<file path="config.mk">
export PLATFORM = sky130hd
export DESIGN_NAME = cblc_cell
export DESIGN_NICKNAME = d
export VERILOG_FILES = /design/src/hw/rtl/cblc_pkg.sv /design/src/hw/rtl/cblc_cell.sv
export SDC_FILE = /design/constraint.sdc
export NUM_CORES = 1
export LEC_CHECK = 0
export BUFFER_PORTS_ARGS = -buffer_cell sky130_fd_sc_hd__buf_2
export CAP_MARGIN = 40
export CORE_AREA = 2 2 39 41
export DETAILED_ROUTE_END_ITERATION = 16
export DIE_AREA = 0 0 41 43
export PLACE_DENSITY = 0.58
export SKIP_CTS_REPAIR_TIMING = 1
export SYNTH_ARGS = -nofsm -noshare
export SYNTH_HDL_FRONTEND = slang
export SYNTH_SLANG_ARGS = --single-unit
</file>
<file path="constraint.sdc">
create_clock -name clk -period 2.8 [get_ports clk]
set_clock_uncertainty 0.15 [all_clocks]
set_input_delay 0.14 -clock clk [delete_from_list [all_inputs] [get_ports clk]]
set_output_delay 0.14 -clock clk [all_outputs]
set_load 0.05 [all_outputs]
</file>
<file path="src/hw/rtl/cblc_pkg.sv">
package cblc_pkg;

  localparam int NUM_ENTRIES_DEF = 16;
  localparam int REF_BITS_DEF    = 8;
  localparam int CFG_IDX_W       = 1;
  localparam int CFG_DATA_W      = 32;

  localparam logic [CFG_IDX_W-1:0] REG_SPC = 1'd0;
  localparam logic [CFG_IDX_W-1:0] REG_FDS = 1'd1;

  typedef enum logic [1:0] {
    OP_GET     = 2'd0,
    OP_RELEASE = 2'd1,
    OP_DIRTY   = 2'd2,
    OP_FLUSH   = 2'd3
  } op_t;

  typedef enum logic [2:0] {
    ST_OK     = 3'd0,
    ST_FILLED = 3'd1,
    ST_NOBUF  = 3'd2,
    ST_RDERR  = 3'd3,
    ST_WRERR  = 3'd4
  } status_t;

  typedef enum logic [2:0] {
    S_IDLE,
    S_LOOK,
    S_ACT,
    S_SECT,
    S_FLUSH,
    S_OUT
  } state_t;

  // position-chain command, the same to every cell
  typedef enum logic [1:0] {
    CH_HOLD  = 2'd0,
    CH_FRONT = 2'd1,
    CH_BACK  = 2'd2
  } chain_cmd_t;

  typedef struct packed {
    chain_cmd_t cmd;
    logic [5:0] ent;
  } chain_ctl_t;

  typedef struct packed {
    logic [1:0] op;
    logic [27:0] cluster;
    logic write_only;
    logic [3:0] entry_index;
    logic critical;
    logic writeback_ok;
    logic fill_ok;
  } req_t;

  typedef struct packed {
    logic [2:0]  status;
    logic [3:0]  entry_out;
    logic        writeback_req;
    logic [31:0] writeback_sector;
    logic        fill_req;
    logic [31:0] fill_sector;
    logic        last;
  } rsp_t;

endpackage

</file>
<file path="src/hw/rtl/cblc_cell.sv">
// one recency position: holds an entry number, shifts toward front or back
module cblc_cell
  import cblc_pkg::*;
#(
  parameter int EW = 4,
  parameter logic [EW-1:0] INIT = '0
) (
  input  logic          clk,
  input  logic          rst,
  input  chain_ctl_t    ctl,
  input  logic          hit_in,
  input  logic [EW-1:0] from_prev,
  input  logic [EW-1:0] from_next,
  input  logic          is_front,
  input  logic          is_back,
  output logic [EW-1:0] ent,
  output logic          hit_out
);
  logic match;
  assign match   = (ent == ctl.ent[EW-1:0]);
  assign hit_out = hit_in | match;

  always_ff @(posedge clk) begin
    if (rst) begin
      ent <= INIT;
    end else begin
      case (ctl.cmd)
        CH_FRONT: begin
          if (is_front) ent <= ctl.ent[EW-1:0];
          else if (!hit_in) ent <= from_prev;
        end
        CH_BACK: begin
          if (is_back) begin
            if (hit_in | match) ent <= ctl.ent[EW-1:0];
          end else if (hit_in | match) ent <= from_next;
        end
        default: ;
      endcase
    end
  end
endmodule

</file>
# After elaboration in Yosys (flattened, before gate mapping)
# Index checks and enable logic that the tools add are counted.
# totals
reg_bits	4
inputBits	21
out_inout_bits	5
elab_cells	15
# classes
eq_ne	5
mux	6
bitwise	1
n_reduce_logical	2
# ops
op	count
two-way mux 4 bit	5
one-hot mux 4 bit (2 select lines)	1
== test 4 bit	1
inequality test 3 bit, second input constant	1
AND reduction 3 bit	1
== test 2 x 1 -> 1 bit, second input constant	1
== test 2 bit, second input constant	1
inequality test 2 bit, second input constant	1
nonzero test 2 bit	1
bitwise OR 1 bit	1

# Depth between registers and ports, before layout
# logic_depth
depth_word	5
mapped_depth	4

# Worst setup path after synthesis
# Ideal clock, no wire load.
# synth_timing
path_kind	flip-flop to flip-flop
from	register ent[2]
to	register ent[0]
setup_ps	72
arrival_time_ps	1737
required_ps	2578
setup_slack_ps	841
path_stages_with_launch	5
n_path_buf	0
period_less_slack_ps	1959
path_cell_list	dfxtp_1 -> xnor2_1 -> a41o_1 -> a31oi_4 -> mux2i_1
# synth_between
elab_chain_len	4
# synth_rtl
item	line_no	rtl
from (decl)	cblc_cell.sv:16	output logic [EW-1:0] ent,
from (signal assigned)	cblc_cell.sv:29	if (is_front) ent <= ctl.ent[EW-1:0];
from (signal assigned)	cblc_cell.sv:30	else if (!hit_in) ent <= from_prev;
from (signal assigned)	cblc_cell.sv:34	if (hit_in | match) ent <= ctl.ent[EW-1:0];
== test 4 bit	cblc_cell.sv:20	assign match = (ent == ctl.ent[EW-1:0]);
bitwise OR 1 bit	n/a	
named net hit_out	cblc_cell.sv:17	output logic hit_out
inequality test 2 bit (no source line)	n/a	
AND reduction 3 bit (no source line)	n/a	
# The timed path passes the listed nets, and every way through them passes these cells.
# A chain may end at the register's enable or synchronous reset.

# Worst setup path after layout
# layout_timing
from	register ent[3]
to	output hit_out
# layout_between
elab_chain_len	2
# layout_rtl
item	line_no	rtl
== test 4 bit	cblc_cell.sv:20	
bitwise OR 1 bit	cblc_cell.sv:21	assign hit_out = hit_in | match;
to (decl)	cblc_cell.sv:17	
# Every way passes these cells.

==> out/qor.csv <==
metric,value,unit
synth.mux.area_fraction,15.8,%
synth_cells,33,
path_buf_inv,1,
rsz0062_at_grt,no,
core.rowCount,14,
hold_viol_final,0,
root_buffer,clkbuf_4,
yosys.area_share.simple,9.88,%
clock-sinks,4,
syn-mean-instance-area,9.59,sq um
drv_slew,0,
ant_nets,0,
end_kind,output port,
most-common-layout-cells,"buf_2, mux2i_1",
synth_seq_cells,4,
pre_cts_ws,1.35,ns
gr-usage-all-layers,9.83,%
io_pins,26,
syn_nets,54,
dpl.hpwl,668,um
routed_via_density,4.60,
syn_area,317,sq um
drc,0,
synth_warnings,0,
largest_register,ent,
drv_cap,0,
io_buffers,23,
numCtsBuffers,3,
clockBufferDepth,2,
die_x,41,um
clkLatencyLatePin,0.23,ns
cts-htree-levels,1,
synthDistinctLibCells,12,
crit_fanout,3,
cp_top_family,flip-flops,
multi_input_area,225,sq um
synth_area_leaders,"dfxtp_1, mux2i_1, o32a_1, xnor2_1, o211ai_1",
finalWorstPathRequiredPeriod,1.55,ns
fin_util,34.3,%
synth_top_area_share,25.3,%
antenna_found_initial,0,
setup_viol,0,
grt_pass1_wl,1150,um
place.gp.congestion,0.585,
drive_gt1_share,45.8,%
grt_max_degree,9,
p_per_area,451,mW/mm^2
tns,0,ns
worstMarginPinSlew,0.375,ns
routed_wl,779,um
worstPathCellList,xnor2_1 -> a41o_1 -> buf_2,
grt_pass1_vias,297,
grt_overflow,0,
start_kind,flip-flop,
vias,345,
worstSetupPathType,reg -> out,
crit_arrival,1.26,ns
cts_tree,built,
status,"finished, final reports clean",
synth-seq-area-share,25.3,%
slowest_delay,0.32,ns
fillers,157,
maxSlewHeadroom,74.9,%
fin_ws,1.25,ns
wire_per_inst,10.4,um
dieArea,0.00176,sq mm
drt-initial-drc-count,1,
fin_crit_sh,55.2,%
synthAdderAreaFrac,0,%
largest_reg_flops,4,
synth-compound-area-share,34.4,%
max_freq,0.647,GHz
synthXorXnorAreaFrac,11.1,%
clkTransAtPathRegs,0.04,ns
p_leak,0.000232,uW
die_h,43,um
regArea,80.1,sq um
nets,82,
mostFrequentLayoutCell,buf_2,
firstDrtPassIters,2,
area.growth.synth_to_final,49.8,%
cp.required,2.51,ns
slowest_stage,dfxtp_1,
core,0.00138,sq mm
max-vdd-ir-drop,0.162,mV
initial_core_util,22.9,%
top_regs,ent (4),
hold_class,in -> reg,
synth_top_family_by_area,compound AO/OA/AOI/OAI gates,
yosys.area.top_type,dfxtp_1,
diodes,0,
## synthesized netlist by cell type
| library cell | instances |
|---|---|
| xnor2_1 | 4 |
| o32a_1 | 4 |
| and2b_1 | 1 |
| a41o_1 | 1 |
| dfxtp_1 | 4 |
| mux2i_1 | 5 |
| a211oi_1 | 1 |
| a31oi_4 | 1 |
| o211ai_1 | 4 |
| inv_1 | 3 |
| nand2_1 | 4 |
| or3b_1 | 1 |
## final timing paths
| kind | from | to | slack [ns] | cells after the start |
|---|---|---|---|---|
| min | ctl[3] | ent[3]$_SDFFE_PP0P_ | 0.12 | 3 |
| max reg2reg | ent[2]$_SDFFE_PP0P_ | ent[0]$_SDFFE_PP0P_ | 1.36 | 4 |
| max | ent[3]$_SDFFE_PP0P_ | hit_out | 1.25 | 3 |
| min reg2reg | ent[3]$_SDFFE_PP0P_ | ent[3]$_SDFFE_PP0P_ | 0.34 | 2 |
## worst register-to-register path: cells and delay by family (launching register included)
family                    cells  cell delay (ns)
muxes                         1             0.21
AOI/OAI and AO/OA             2             0.56
DFF                           1             0.33
xor gates and xnor gates      1             0.13
## metrics by stage
stage               hold WS, ns  area [sq um]  total power, uW  std cells
floorplan                 0.212           317              120         33
global placement          0.328           452              145         72
detailed placement        0.335           452              146         72
CTS                       0.114           474              221         75
global route              0.144           474              230         75
finish                    0.119           474              214         75
## logic make-up (layout without fill, tap and decap cells)
| kind of cell | count (synthesis) | in the layout |
|---|---|---|
| AO/OA/AOI/OAI | 11 | 11 |
| AND/OR/NAND/NOR | 6 | 6 |
| multiplexers | 5 | 5 |
| XOR/XNOR | 4 | 4 |
| flip-flops | 4 | 4 |
| buffers and inverters | 3 | 29 |
## final cells by class
cell class                 count  area share (%)
clock buffer                   3            4.75
inverter                       3            2.37
multi-input combinational     26            47.5
sequential                     4            16.9
tap                           16            4.22
timing repair buffer          23            24.3
## report_power, final
part / switching (uW) / internal, uW
logic: 46.0 / 31.7
registers: 4.29 / 62.4
clock network: 21.9 / 47.8
## layer usage
layer	vias to the layer above	wire (um)	track usage (%)
met1	145	354	11.5
met4	0	0	8.00
met5	-	0	0
li1	184	-	-
met3	0	86	3.14
met2	16	339	13.8
Note: power is estimated with default switching activity, not from simulation.
